<file path="config.mk">
export PLATFORM = sky130hd
export DESIGN_NAME = top_k_score_tracker_flat
export DESIGN_NICKNAME = d
export VERILOG_FILES = /design/src/design/tkst_pkg.sv /design/src/design/tkst_if.sv /design/src/design/tkst_cfg.sv /design/src/design/tkst_store.sv /design/src/design/tkst_engine.sv /design/src/design/top_k_score_tracker.sv /design/src/flat_wrapper.sv
export SDC_FILE = /design/constraint.sdc
export NUM_CORES = 2
export LEC_CHECK = 0
export ABC_AREA = 1
export BUFFER_PORTS_ARGS = -buffer_cell sky130_fd_sc_hd__buf_2
export CELL_PAD_IN_SITES_DETAIL_PLACEMENT = 1
export CELL_PAD_IN_SITES_GLOBAL_PLACEMENT = 2
export CORE_ASPECT_RATIO = 0.6
export CORE_MARGIN = 2
export CORE_UTILIZATION = 39
export CTS_CLUSTER_DIAMETER = 60
export DETAILED_ROUTE_END_ITERATION = 6
export PLACE_DENSITY = 0.83
export SETUP_SLACK_MARGIN = 0.02
export SYNTH_ARGS = -nofsm -noshare
export SYNTH_HDL_FRONTEND = slang
export SYNTH_SLANG_ARGS = --single-unit
export TNS_END_PERCENT = 20
</file>
<file path="constraint.sdc">
create_clock -name clk -period 5.4 [get_ports clk]
set_clock_uncertainty 0.05 [all_clocks]
set_input_delay 0.81 -clock clk [delete_from_list [all_inputs] [get_ports clk]]
set_output_delay 0.81 -clock clk [all_outputs]
set_load 0.02 [all_outputs]
</file>
<file path="src/design/tkst_pkg.sv">
package tkst_pkg;

    localparam int MaxKept    = 16;
    localparam int DocBits    = 32;
    localparam int ScoreBits  = 32;
    localparam int SlotBits   = $clog2(MaxKept);
    localparam int CountBits  = $clog2(MaxKept + 1);
    localparam int KeepBits   = 5;
    localparam int KeepReset  = 5;
    localparam int CfgAddrBits = 3;
    localparam int CfgDataBits = 32;
    localparam int RegKeepCount = 0;

    typedef logic [DocBits-1:0]          doc_t;
    typedef logic signed [ScoreBits-1:0] score_t;
    typedef logic [SlotBits-1:0]         slot_t;
    typedef logic [CountBits-1:0]        count_t;

    typedef enum logic [2:0] {
        ST_IDLE,
        ST_SCAN,
        ST_UPDATE,
        ST_FSCAN,
        ST_EMIT
    } state_t;

    typedef struct packed {
        logic   rd_en;
        slot_t  rd_addr;
        logic   wr_en;
        slot_t  wr_addr;
        doc_t   wr_doc;
        score_t wr_score;
        logic   set_used;
        logic   clear_all;
    } store_req_t;

    typedef struct packed {
        doc_t   doc;
        score_t score;
    } store_rd_t;

    function automatic score_t sat_add(score_t a, score_t b);
        logic signed [ScoreBits:0] s;
        score_t r;
        s = {a[ScoreBits-1], a} + {b[ScoreBits-1], b};
        if (s[ScoreBits] != s[ScoreBits-1])
        begin
            r = s[ScoreBits] ? {1'b1, {(ScoreBits-1){1'b0}}} : {1'b0, {(ScoreBits-1){1'b1}}};
        end
        else
        begin
            r = s[ScoreBits-1:0];
        end
        return r;
    endfunction

endpackage

</file>
<file path="src/design/tkst_if.sv">
interface tkst_item_if;
    logic                  valid;
    logic                  ready;
    tkst_pkg::doc_t        doc_id;
    tkst_pkg::score_t      score;
    logic                  query_end;

    modport source (output valid, output doc_id, output score, output query_end, input ready);
    modport sink (input valid, input doc_id, input score, input query_end, output ready);
endinterface

interface tkst_result_if;
    logic                  valid;
    logic                  ready;
    tkst_pkg::doc_t        out_doc_id;
    tkst_pkg::score_t      out_score;
    logic                  last;

    modport source (output valid, output out_doc_id, output out_score, output last, input ready);
    modport sink (input valid, input out_doc_id, input out_score, input last, output ready);
endinterface

</file>
<file path="src/design/tkst_cfg.sv">
module tkst_cfg (
    input  logic                                clk,
    input  logic                                rst_n,
    input  logic                                psel,
    input  logic                                penable,
    input  logic                                pwrite,
    input  logic [tkst_pkg::CfgAddrBits-1:0]    paddr,
    input  logic [tkst_pkg::CfgDataBits-1:0]    pwdata,
    output logic [tkst_pkg::CfgDataBits-1:0]    prdata,
    output tkst_pkg::count_t                    eff_k
);

    logic [tkst_pkg::KeepBits-1:0] keep_count_reg;
    logic [tkst_pkg::KeepBits-1:0] keep_count_next;
    logic                          sel_keep;

    assign sel_keep = (paddr[tkst_pkg::CfgAddrBits-1:2]
                       == (tkst_pkg::CfgAddrBits-2)'(tkst_pkg::RegKeepCount));

    always_comb
    begin
        keep_count_next = keep_count_reg;
        if (psel && penable && pwrite && sel_keep)
        begin
            keep_count_next = pwdata[tkst_pkg::KeepBits-1:0];
        end
    end

    always_ff @(posedge clk or negedge rst_n)
    begin
        if (!rst_n)
        begin
            keep_count_reg <= tkst_pkg::KeepBits'(tkst_pkg::KeepReset);
        end
        else
        begin
            keep_count_reg <= keep_count_next;
        end
    end

    always_comb
    begin
        prdata = '0;
        if (sel_keep)
        begin
            prdata = tkst_pkg::CfgDataBits'(keep_count_reg);
        end
    end

    // zero acts as one, oversize clamps to the store depth
    always_comb
    begin
        if (keep_count_reg == '0)
        begin
            eff_k = tkst_pkg::CountBits'(1);
        end
        else if (32'(keep_count_reg) > tkst_pkg::MaxKept)
        begin
            eff_k = tkst_pkg::CountBits'(tkst_pkg::MaxKept);
        end
        else
        begin
            eff_k = tkst_pkg::CountBits'(keep_count_reg);
        end
    end

endmodule

</file>
<file path="src/design/tkst_store.sv">
module tkst_store (
    input  logic                             clk,
    input  logic                             rst_n,
    input  tkst_pkg::store_req_t             req,
    output tkst_pkg::store_rd_t              rd,
    output logic [tkst_pkg::MaxKept-1:0]     used
);

    tkst_pkg::store_rd_t              mem [tkst_pkg::MaxKept];
    tkst_pkg::store_rd_t              rd_reg;
    logic [tkst_pkg::MaxKept-1:0]     used_reg;
    logic [tkst_pkg::MaxKept-1:0]     used_next;

    always_ff @(posedge clk)
    begin
        if (req.wr_en)
        begin
            mem[req.wr_addr] <= '{doc: req.wr_doc, score: req.wr_score};
        end
        if (req.rd_en)
        begin
            rd_reg <= mem[req.rd_addr];
        end
    end

    always_comb
    begin
        used_next = used_reg;
        if (req.clear_all)
        begin
            used_next = '0;
        end
        else if (req.wr_en && req.set_used)
        begin
            used_next[req.wr_addr] = 1'b1;
        end
    end

    always_ff @(posedge clk or negedge rst_n)
    begin
        if (!rst_n)
        begin
            used_reg <= '0;
        end
        else
        begin
            used_reg <= used_next;
        end
    end

    assign rd   = rd_reg;
    assign used = used_reg;

endmodule

</file>
<file path="src/design/tkst_engine.sv">
module tkst_engine (
    input  logic                             clk,
    input  logic                             rst_n,
    input  tkst_pkg::count_t                 eff_k,
    tkst_item_if.sink                        item,
    tkst_result_if.source                    result,
    output tkst_pkg::store_req_t             req,
    input  tkst_pkg::store_rd_t              rd,
    input  logic [tkst_pkg::MaxKept-1:0]     used
);

    tkst_pkg::state_t  state_reg, state_next;

    tkst_pkg::count_t  iss_reg, iss_next;
    logic              vld_reg, vld_next;
    tkst_pkg::slot_t   cmp_reg, cmp_next;

    tkst_pkg::doc_t    id_reg, id_next;
    tkst_pkg::score_t  sc_reg, sc_next;
    logic              qend_reg, qend_next;

    logic              hit_reg, hit_next;
    tkst_pkg::slot_t   hit_slot_reg, hit_slot_next;
    tkst_pkg::score_t  hit_score_reg, hit_score_next;
    logic              free_ok_reg, free_ok_next;
    tkst_pkg::slot_t   free_slot_reg, free_slot_next;
    logic              sel_ok_reg, sel_ok_next;
    tkst_pkg::slot_t   sel_slot_reg, sel_slot_next;
    tkst_pkg::score_t  sel_score_reg, sel_score_next;
    tkst_pkg::doc_t    sel_doc_reg, sel_doc_next;
    tkst_pkg::count_t  cnt_reg, cnt_next;
    logic [tkst_pkg::MaxKept-1:0] done_reg, done_next;

    logic              ovld_reg, ovld_next;
    tkst_pkg::doc_t    odoc_reg, odoc_next;
    tkst_pkg::score_t  oscore_reg, oscore_next;
    logic              olast_reg, olast_next;

    logic              issue_ok;
    logic              scan_end;

    assign issue_ok = (32'(iss_reg) < tkst_pkg::MaxKept);
    assign scan_end = vld_reg && (cmp_reg == tkst_pkg::SlotBits'(tkst_pkg::MaxKept - 1));

    always_ff @(posedge clk or negedge rst_n)
    begin
        if (!rst_n)
        begin
            state_reg <= tkst_pkg::ST_IDLE;
            vld_reg   <= 1'b0;
            ovld_reg  <= 1'b0;
            done_reg  <= '0;
        end
        else
        begin
            state_reg <= state_next;
            vld_reg   <= vld_next;
            ovld_reg  <= ovld_next;
            done_reg  <= done_next;
        end
    end

    always_ff @(posedge clk)
    begin
        iss_reg       <= iss_next;
        cmp_reg       <= cmp_next;
        id_reg        <= id_next;
        sc_reg        <= sc_next;
        qend_reg      <= qend_next;
        hit_reg       <= hit_next;
        hit_slot_reg  <= hit_slot_next;
        hit_score_reg <= hit_score_next;
        free_ok_reg   <= free_ok_next;
        free_slot_reg <= free_slot_next;
        sel_ok_reg    <= sel_ok_next;
        sel_slot_reg  <= sel_slot_next;
        sel_score_reg <= sel_score_next;
        sel_doc_reg   <= sel_doc_next;
        cnt_reg       <= cnt_next;
        odoc_reg      <= odoc_next;
        oscore_reg    <= oscore_next;
        olast_reg     <= olast_next;
    end

    always_comb
    begin
        state_next     = state_reg;
        iss_next       = iss_reg;
        vld_next       = 1'b0;
        cmp_next       = cmp_reg;
        id_next        = id_reg;
        sc_next        = sc_reg;
        qend_next      = qend_reg;
        hit_next       = hit_reg;
        hit_slot_next  = hit_slot_reg;
        hit_score_next = hit_score_reg;
        free_ok_next   = free_ok_reg;
        free_slot_next = free_slot_reg;
        sel_ok_next    = sel_ok_reg;
        sel_slot_next  = sel_slot_reg;
        sel_score_next = sel_score_reg;
        sel_doc_next   = sel_doc_reg;
        cnt_next       = cnt_reg;
        done_next      = done_reg;
        ovld_next      = ovld_reg;
        odoc_next      = odoc_reg;
        oscore_next    = oscore_reg;
        olast_next     = olast_reg;
        req            = '0;
        item.ready     = 1'b0;

        if (ovld_reg && result.ready)
        begin
            ovld_next = 1'b0;
        end

        // one read per cycle while a scan is running
        if ((state_reg == tkst_pkg::ST_SCAN || state_reg == tkst_pkg::ST_FSCAN) && issue_ok)
        begin
            req.rd_en   = 1'b1;
            req.rd_addr = iss_reg[tkst_pkg::SlotBits-1:0];
            iss_next    = iss_reg + 1'b1;
            vld_next    = 1'b1;
            cmp_next    = iss_reg[tkst_pkg::SlotBits-1:0];
        end

        case (state_reg)
            tkst_pkg::ST_IDLE:
            begin
                item.ready = 1'b1;
                if (item.valid)
                begin
                    id_next      = item.doc_id;
                    sc_next      = item.score;
                    qend_next    = item.query_end;
                    iss_next     = '0;
                    hit_next     = 1'b0;
                    free_ok_next = 1'b0;
                    sel_ok_next  = 1'b0;
                    cnt_next     = '0;
                    state_next   = tkst_pkg::ST_SCAN;
                end
            end

            tkst_pkg::ST_SCAN:
            begin
                if (vld_reg)
                begin
                    if (used[cmp_reg])
                    begin
                        cnt_next = cnt_reg + 1'b1;
                        if (!hit_reg && rd.doc == id_reg)
                        begin
                            hit_next       = 1'b1;
                            hit_slot_next  = cmp_reg;
                            hit_score_next = rd.score;
                        end
                        if (!sel_ok_reg || rd.score < sel_score_reg)
                        begin
                            sel_ok_next    = 1'b1;
                            sel_slot_next  = cmp_reg;
                            sel_score_next = rd.score;
                        end
                    end
                    else if (!free_ok_reg)
                    begin
                        free_ok_next   = 1'b1;
                        free_slot_next = cmp_reg;
                    end
                end
                if (scan_end)
                begin
                    state_next = tkst_pkg::ST_UPDATE;
                end
            end

            tkst_pkg::ST_UPDATE:
            begin
                req.wr_doc = id_reg;
                if (hit_reg)
                begin
                    req.wr_en    = 1'b1;
                    req.wr_addr  = hit_slot_reg;
                    req.wr_score = tkst_pkg::sat_add(hit_score_reg, sc_reg);
                end
                else if (cnt_reg < eff_k && free_ok_reg)
                begin
                    req.wr_en    = 1'b1;
                    req.set_used = 1'b1;
                    req.wr_addr  = free_slot_reg;
                    req.wr_score = sc_reg;
                end
                else if (sel_ok_reg && sc_reg > sel_score_reg)
                begin
                    req.wr_en    = 1'b1;
                    req.wr_addr  = sel_slot_reg;
                    req.wr_score = sc_reg;
                end
                if (qend_reg)
                begin
                    done_next   = '0;
                    iss_next    = '0;
                    sel_ok_next = 1'b0;
                    cnt_next    = '0;
                    state_next  = tkst_pkg::ST_FSCAN;
                end
                else
                begin
                    state_next = tkst_pkg::ST_IDLE;
                end
            end

            tkst_pkg::ST_FSCAN:
            begin
                if (vld_reg && used[cmp_reg] && !done_reg[cmp_reg])
                begin
                    cnt_next = cnt_reg + 1'b1;
                    if (!sel_ok_reg || rd.score > sel_score_reg)
                    begin
                        sel_ok_next    = 1'b1;
                        sel_slot_next  = cmp_reg;
                        sel_score_next = rd.score;
                        sel_doc_next   = rd.doc;
                    end
                end
                if (scan_end)
                begin
                    state_next = tkst_pkg::ST_EMIT;
                end
            end

            tkst_pkg::ST_EMIT:
            begin
                if (!sel_ok_reg)
                begin
                    req.clear_all = 1'b1;
                    state_next    = tkst_pkg::ST_IDLE;
                end
                else if (!ovld_reg || result.ready)
                begin
                    ovld_next              = 1'b1;
                    odoc_next              = sel_doc_reg;
                    oscore_next            = sel_score_reg;
                    olast_next             = (cnt_reg == tkst_pkg::CountBits'(1));
                    done_next[sel_slot_reg] = 1'b1;
                    if (cnt_reg == tkst_pkg::CountBits'(1))
                    begin
                        req.clear_all = 1'b1;
                        state_next    = tkst_pkg::ST_IDLE;
                    end
                    else
                    begin
                        iss_next    = '0;
                        sel_ok_next = 1'b0;
                        cnt_next    = '0;
                        state_next  = tkst_pkg::ST_FSCAN;
                    end
                end
            end

            default:
            begin
                state_next = tkst_pkg::ST_IDLE;
            end
        endcase
    end

    assign result.valid      = ovld_reg;
    assign result.out_doc_id = odoc_reg;
    assign result.out_score  = oscore_reg;
    assign result.last       = olast_reg;

endmodule

</file>
<file path="src/design/top_k_score_tracker.sv">
// channel  | dir | handshake      | payload
// item     | in  | valid / ready  | doc_id, score, query_end
// result   | out | valid / ready  | out_doc_id, out_score, last
// cfg      | in  | apb write/read | keep_count at byte address 0
//
// an item passes through accept, a pass over the slot memory
// (one read a cycle, registered read data) and a write-back
// a flush makes one memory pass per kept entry (one per rank), one pass if empty
// rst_n clears the slot flags and control; the slot memory itself is not cleared
// a stalled result holds in the output register while the next rank is searched
module top_k_score_tracker (
    input  logic                                clk,
    input  logic                                rst_n,
    tkst_item_if.sink                           item,
    tkst_result_if.source                       result,
    input  logic                                psel,
    input  logic                                penable,
    input  logic                                pwrite,
    input  logic [tkst_pkg::CfgAddrBits-1:0]    paddr,
    input  logic [tkst_pkg::CfgDataBits-1:0]    pwdata,
    output logic [tkst_pkg::CfgDataBits-1:0]    prdata,
    output logic                                pready
);

    tkst_pkg::count_t              eff_k;
    tkst_pkg::store_req_t          req;
    tkst_pkg::store_rd_t           rd;
    logic [tkst_pkg::MaxKept-1:0]  used;

    assign pready = 1'b1;

    tkst_cfg u_cfg (
        .clk     (clk),
        .rst_n   (rst_n),
        .psel    (psel),
        .penable (penable),
        .pwrite  (pwrite),
        .paddr   (paddr),
        .pwdata  (pwdata),
        .prdata  (prdata),
        .eff_k   (eff_k)
    );

    tkst_store u_store (
        .clk   (clk),
        .rst_n (rst_n),
        .req   (req),
        .rd    (rd),
        .used  (used)
    );

    tkst_engine u_engine (
        .clk    (clk),
        .rst_n  (rst_n),
        .eff_k  (eff_k),
        .item   (item),
        .result (result),
        .req    (req),
        .rd     (rd),
        .used   (used)
    );

endmodule

</file>
<file path="src/flat_wrapper.sv">
// flat-port wrapper written by rule: the top's interface ports become plain ports
module top_k_score_tracker_flat 
  (clk, rst_n, psel, penable, pwrite, paddr, pwdata, prdata, pready, item_valid, item_doc_id, item_score, item_query_end, item_ready, result_valid, result_out_doc_id, result_out_score, result_last, result_ready);
  tkst_item_if item_i ();
  tkst_result_if result_i ();
  input  logic clk;
  input  logic rst_n;
  input  logic psel;
  input  logic penable;
  input  logic pwrite;
  input  logic [tkst_pkg::CfgAddrBits-1:0] paddr;
  input  logic [tkst_pkg::CfgDataBits-1:0] pwdata;
  output logic [tkst_pkg::CfgDataBits-1:0] prdata;
  output logic pready;
  input wire logic [$bits(item_i.valid)-1:0] item_valid;
  input wire logic [$bits(item_i.doc_id)-1:0] item_doc_id;
  input wire logic [$bits(item_i.score)-1:0] item_score;
  input wire logic [$bits(item_i.query_end)-1:0] item_query_end;
  output wire logic [$bits(item_i.ready)-1:0] item_ready;
  output wire logic [$bits(result_i.valid)-1:0] result_valid;
  output wire logic [$bits(result_i.out_doc_id)-1:0] result_out_doc_id;
  output wire logic [$bits(result_i.out_score)-1:0] result_out_score;
  output wire logic [$bits(result_i.last)-1:0] result_last;
  input wire logic [$bits(result_i.ready)-1:0] result_ready;
  assign item_i.valid = item_valid;
  assign item_i.doc_id = item_doc_id;
  assign item_i.score = item_score;
  assign item_i.query_end = item_query_end;
  assign item_ready = item_i.ready;
  assign result_valid = result_i.valid;
  assign result_out_doc_id = result_i.out_doc_id;
  assign result_out_score = result_i.out_score;
  assign result_last = result_i.last;
  assign result_i.ready = result_ready;
  top_k_score_tracker u_core (.clk(clk), .rst_n(rst_n), .item(item_i), .result(result_i), .psel(psel), .penable(penable), .pwrite(pwrite), .paddr(paddr), .pwdata(pwdata), .prdata(prdata), .pready(pready));
endmodule
</file>
==> results.json <==
{
  "status": "complete, no violations",
  "firstDrtPassIters": 5,
  "grt_antenna_before_repair": 5,
  "slowest_stage": "a21oi_1",
  "clock_sinks": 1385,
  "hold_depth": 1,
  "io_pins": 207,
  "worstMarginPinSlew_ns": 1.38,
  "wl_per_cell_um": 25.5,
  "min_from": "item_doc_id[6]",
  "numCtsBuffers": 132,
  "nets": 5018,
  "io_buffers": 149,
  "yosysTopAreaCell": "edfxtp_1",
  "fin_cells": 6851,
  "critPathCaptureType": "flip-flop",
  "dp_hpwl_um": 96400,
  "r2r-start": "u_core.u_engine.sc_reg[12]$_DFFE_PP_",
  "die_area_mm2": 0.151,
  "gr-usage-all-layers": 0.228,
  "cts_tree": "yes",
  "gr-total-overflow": 0,
  "reg2regPathDepth": 16,
  "critPathBufInv": 2,
  "irDropWorstVdd_uv": 457,
  "path_cells": "ha_1, a21oi_1, a21boi_0, o21ai_0, a21oi_1, o21ai_1, nand3_1, nand3_1, nand2_1, inv_1, ha_1, buf_4, a21oi_1, o21ai_0, nand2_1, a21oi_1",
  "syn_inst": 4676,
  "start_util": 0.392,
  "r2r_setup_slack_ns": 0.50,
  "grt_pass1_vias": 39500,
  "core_area_mm2": 0.147,
  "grt_pass1_wl_um": 257000,
  "hold_buffers": 0,
  "rsz0062_at_grt": "no",
  "synth_seq_cells": 1385,
  "placed_area_mm2": 0.0609,
  "max_stage_delay_ns": 1.03,
  "hp-class": "input port to flip-flop",
  "syn_area_per_cell_um2": 12.3,
  "cts-root-buf": "clkbuf_16",
  "met1_usage": 0.330,
  "synthFlopType": "edfxtp_1",
  "min_to": "u_core.u_engine.id_reg[6]$_DFFE_PP_",
  "placedCellCount": 6612,
  "slew_violations": 0,
  "pwr-share-comb": 0.328,
  "rows": 109,
  "switching_power_mw": 13.8,
  "stdcell_area_mm2": 0.0654,
  "dp_slack_ns": 0.611,
  "num_antenna_cells": 0,
  "drc": 0,
  "sw_frac_of_total": 0.383,
  "total_power_mw": 35.9,
  "htree_levels": 4,
  "vias_per_cell": 5.67,
  "hold_viol_final": 0,
  "synth_area_leaders": "edfxtp_1 (70%), nand2_1 (8.2%), a31oi_1 (2.7%), ha_1 (2.3%), a21oi_1 (1.8%)",
  "powerDensity_mw_per_mm2": 549,
  "p_leak_nw": 23.3,
  "use_met3": 0.0389,
  "worstPathRequired_ns": 5.72,
  "wirelength_um": 175000,
  "async_reset_ff_frac": 0.0303,
  "drt_iter0_markers": 4346,
  "worstSkewPairLatency_ns": 0.78,
  "slew_headroom": 0.0819,
  "synth-edff-count": 1338,
  "drv_cap": 0,
  "fmax_mhz": 204,
  "cts_buffer_depth": 3,
  "postCtsSetupBuffers": 0,
  "die_w_um": 500,
  "critical_path_arrival_ns": 5.22,
  "setup_slack_ns": 0.500,
  "yosysTopAreaCellShare": 0.698,
  "finalCritPeriodShare": 0.907,
  "grt_use_met2": 0.355,
  "worst_hold_slack_ns": 0.152,
  "drive_gt1_frac": 0.108,
  "critPathKind": "flip-flop to flip-flop",
  "fp.dieH_um": 302,
  "p_int_mw": 22.1,
  "area_delta_synth_final_pct": 13.5,
  "synth_cell_types": 63,
  "routabilityCongestion": 0.872,
  "clkPwrFrac": 0.269,
  "post-route-min-period_ns": 4.90,
  "vias": 38800,
  "tns_ns": 0,
  "grt_max_degree": 149,
  "synthesis.area_mm2": 0.0576,
  "r2r_end": "u_core.u_store.mem[14][23]$_DFFE_PP_",
  "setup_viol": 0,
  "crit_path_start_kind": "flip-flop",
  "critPathMostFrequentCell": "a21oi_1",
  "crit_path_max_fanout": 16,
  "grt_busiest_layer": "met2",
  "clkTransAtPathRegs_ns": 0.07,
  "critPathTopFamily": "compound AO/OA/AOI/OAI gates",
  "fin_util": 0.445,
  "synth_seq_area_share": 0.718,
  "post_cts_resized": 0,
  "pwr-share-seq": 0.404,
  "yosysWarnings": 0,
  "largest_reg_flops": 1024,
  "ant_nets": 0
}
## cell usage after synthesis, types with 19 or more instances
master    number
edfxtp_1    1338
nand2_1     1261
a31oi_1      246
inv_1        218
a21oi_1      210
o21ai_0      206
clkbuf_1     194
nor2_1       185
nand3_1      178
nand4_1      145
ha_1         106
a221oi_1      50
dfrtp_1       40
buf_2         36
buf_4         35
mux2i_1       26
o21ai_1       19
## how the worst max path moves through the flow
| stage | from | endpoint | cells after the start |
|---|---|---|---|
| after detailed placement | u_core.u_engine.sc_reg[10]$_DFFE_PP_ | u_core.u_store.mem[13][23]$_DFFE_PP_ | 18 |
| after global routing | u_core.u_engine.sc_reg[10]$_DFFE_PP_ | u_core.u_store.mem[14][23]$_DFFE_PP_ | 18 |
| after global placement | u_core.u_engine.sc_reg[8]$_DFFE_PP_ | u_core.u_store.mem[14][11]$_DFFE_PP_ | 18 |
| after CTS | u_core.u_engine.sc_reg[10]$_DFFE_PP_ | u_core.u_store.mem[14][23]$_DFFE_PP_ | 18 |
| final | u_core.u_engine.sc_reg[12]$_DFFE_PP_ | u_core.u_store.mem[14][23]$_DFFE_PP_ | 16 |
| after floorplan | u_core.u_engine.state_reg[2]$_DFFE_PN0P_ | u_core.u_store.rd[2]$_DFFE_PP_ | 12 |
## cells in the final DEF, fill, tap and decap left out, types with 7 or more instances in the layout
cell,Yosys,routed
xnor2_1,7,7
clkbuf_16,0,132
o21a_1,7,7
dfrtp_1,40,40
buf_4,35,67
a31oi_1,246,246
or2_2,15,15
clkinv_2,0,28
conb_1,2,28
buf_12,0,31
o22ai_1,8,8
nor2_1,185,168
nor3_1,14,14
nand4_1,145,145
o21ai_0,206,206
nand3_1,178,178
a32oi_1,16,16
edfxtp_1,1338,1338
clkbuf_1,194,23
nand2_1,1261,1261
ha_1,106,105
a221oi_1,50,50
clkinv_1,1,14
buf_2,36,149
bufinv_16,0,13
inv_1,218,218
o21ai_1,19,19
a21oi_1,210,209
xor2_1,9,9
inv_2,10,8
nor2_4,6,23
mux2i_1,26,26
## power groups by stage
stage / clock network (mW) / registers, mW / logic (mW)
finish: 9.64 / 14.5 / 11.8
global route: 10.2 / 14.6 / 13.0
CTS: 9.77 / 14.5 / 11.8
global placement: 0 / 14.6 / 11.2
floorplan: 0 / 14.2 / 7.67
detailed placement: 0 / 14.7 / 11.6
## final cells by class
cell class	count	area, um2
inverters	229	872
clock inverters	83	1020
fillers	15200	81500
well taps	1942	2430
flip-flops and latches	1385	41300
clock buffers	156	3400
repair buffers	247	1870
multi-input cells	2809	14400
## cells by family after synthesis
group,share of synthesized area
simple gates,0.134
flops,0.718
compound gates,0.0813
buf+inv,0.0365
fa+ha+maj,0.0234
mux,0.00452
xor+xnor,0.00243
other cells,0.000130
## routing by layer
layer	up-vias	wire, um
met5	-	14
met4	2	3440
met3	234	12700
met2	1462	79300
met1	20000	79100
li1	17100	-
Power figures use the tool's default switching activity.
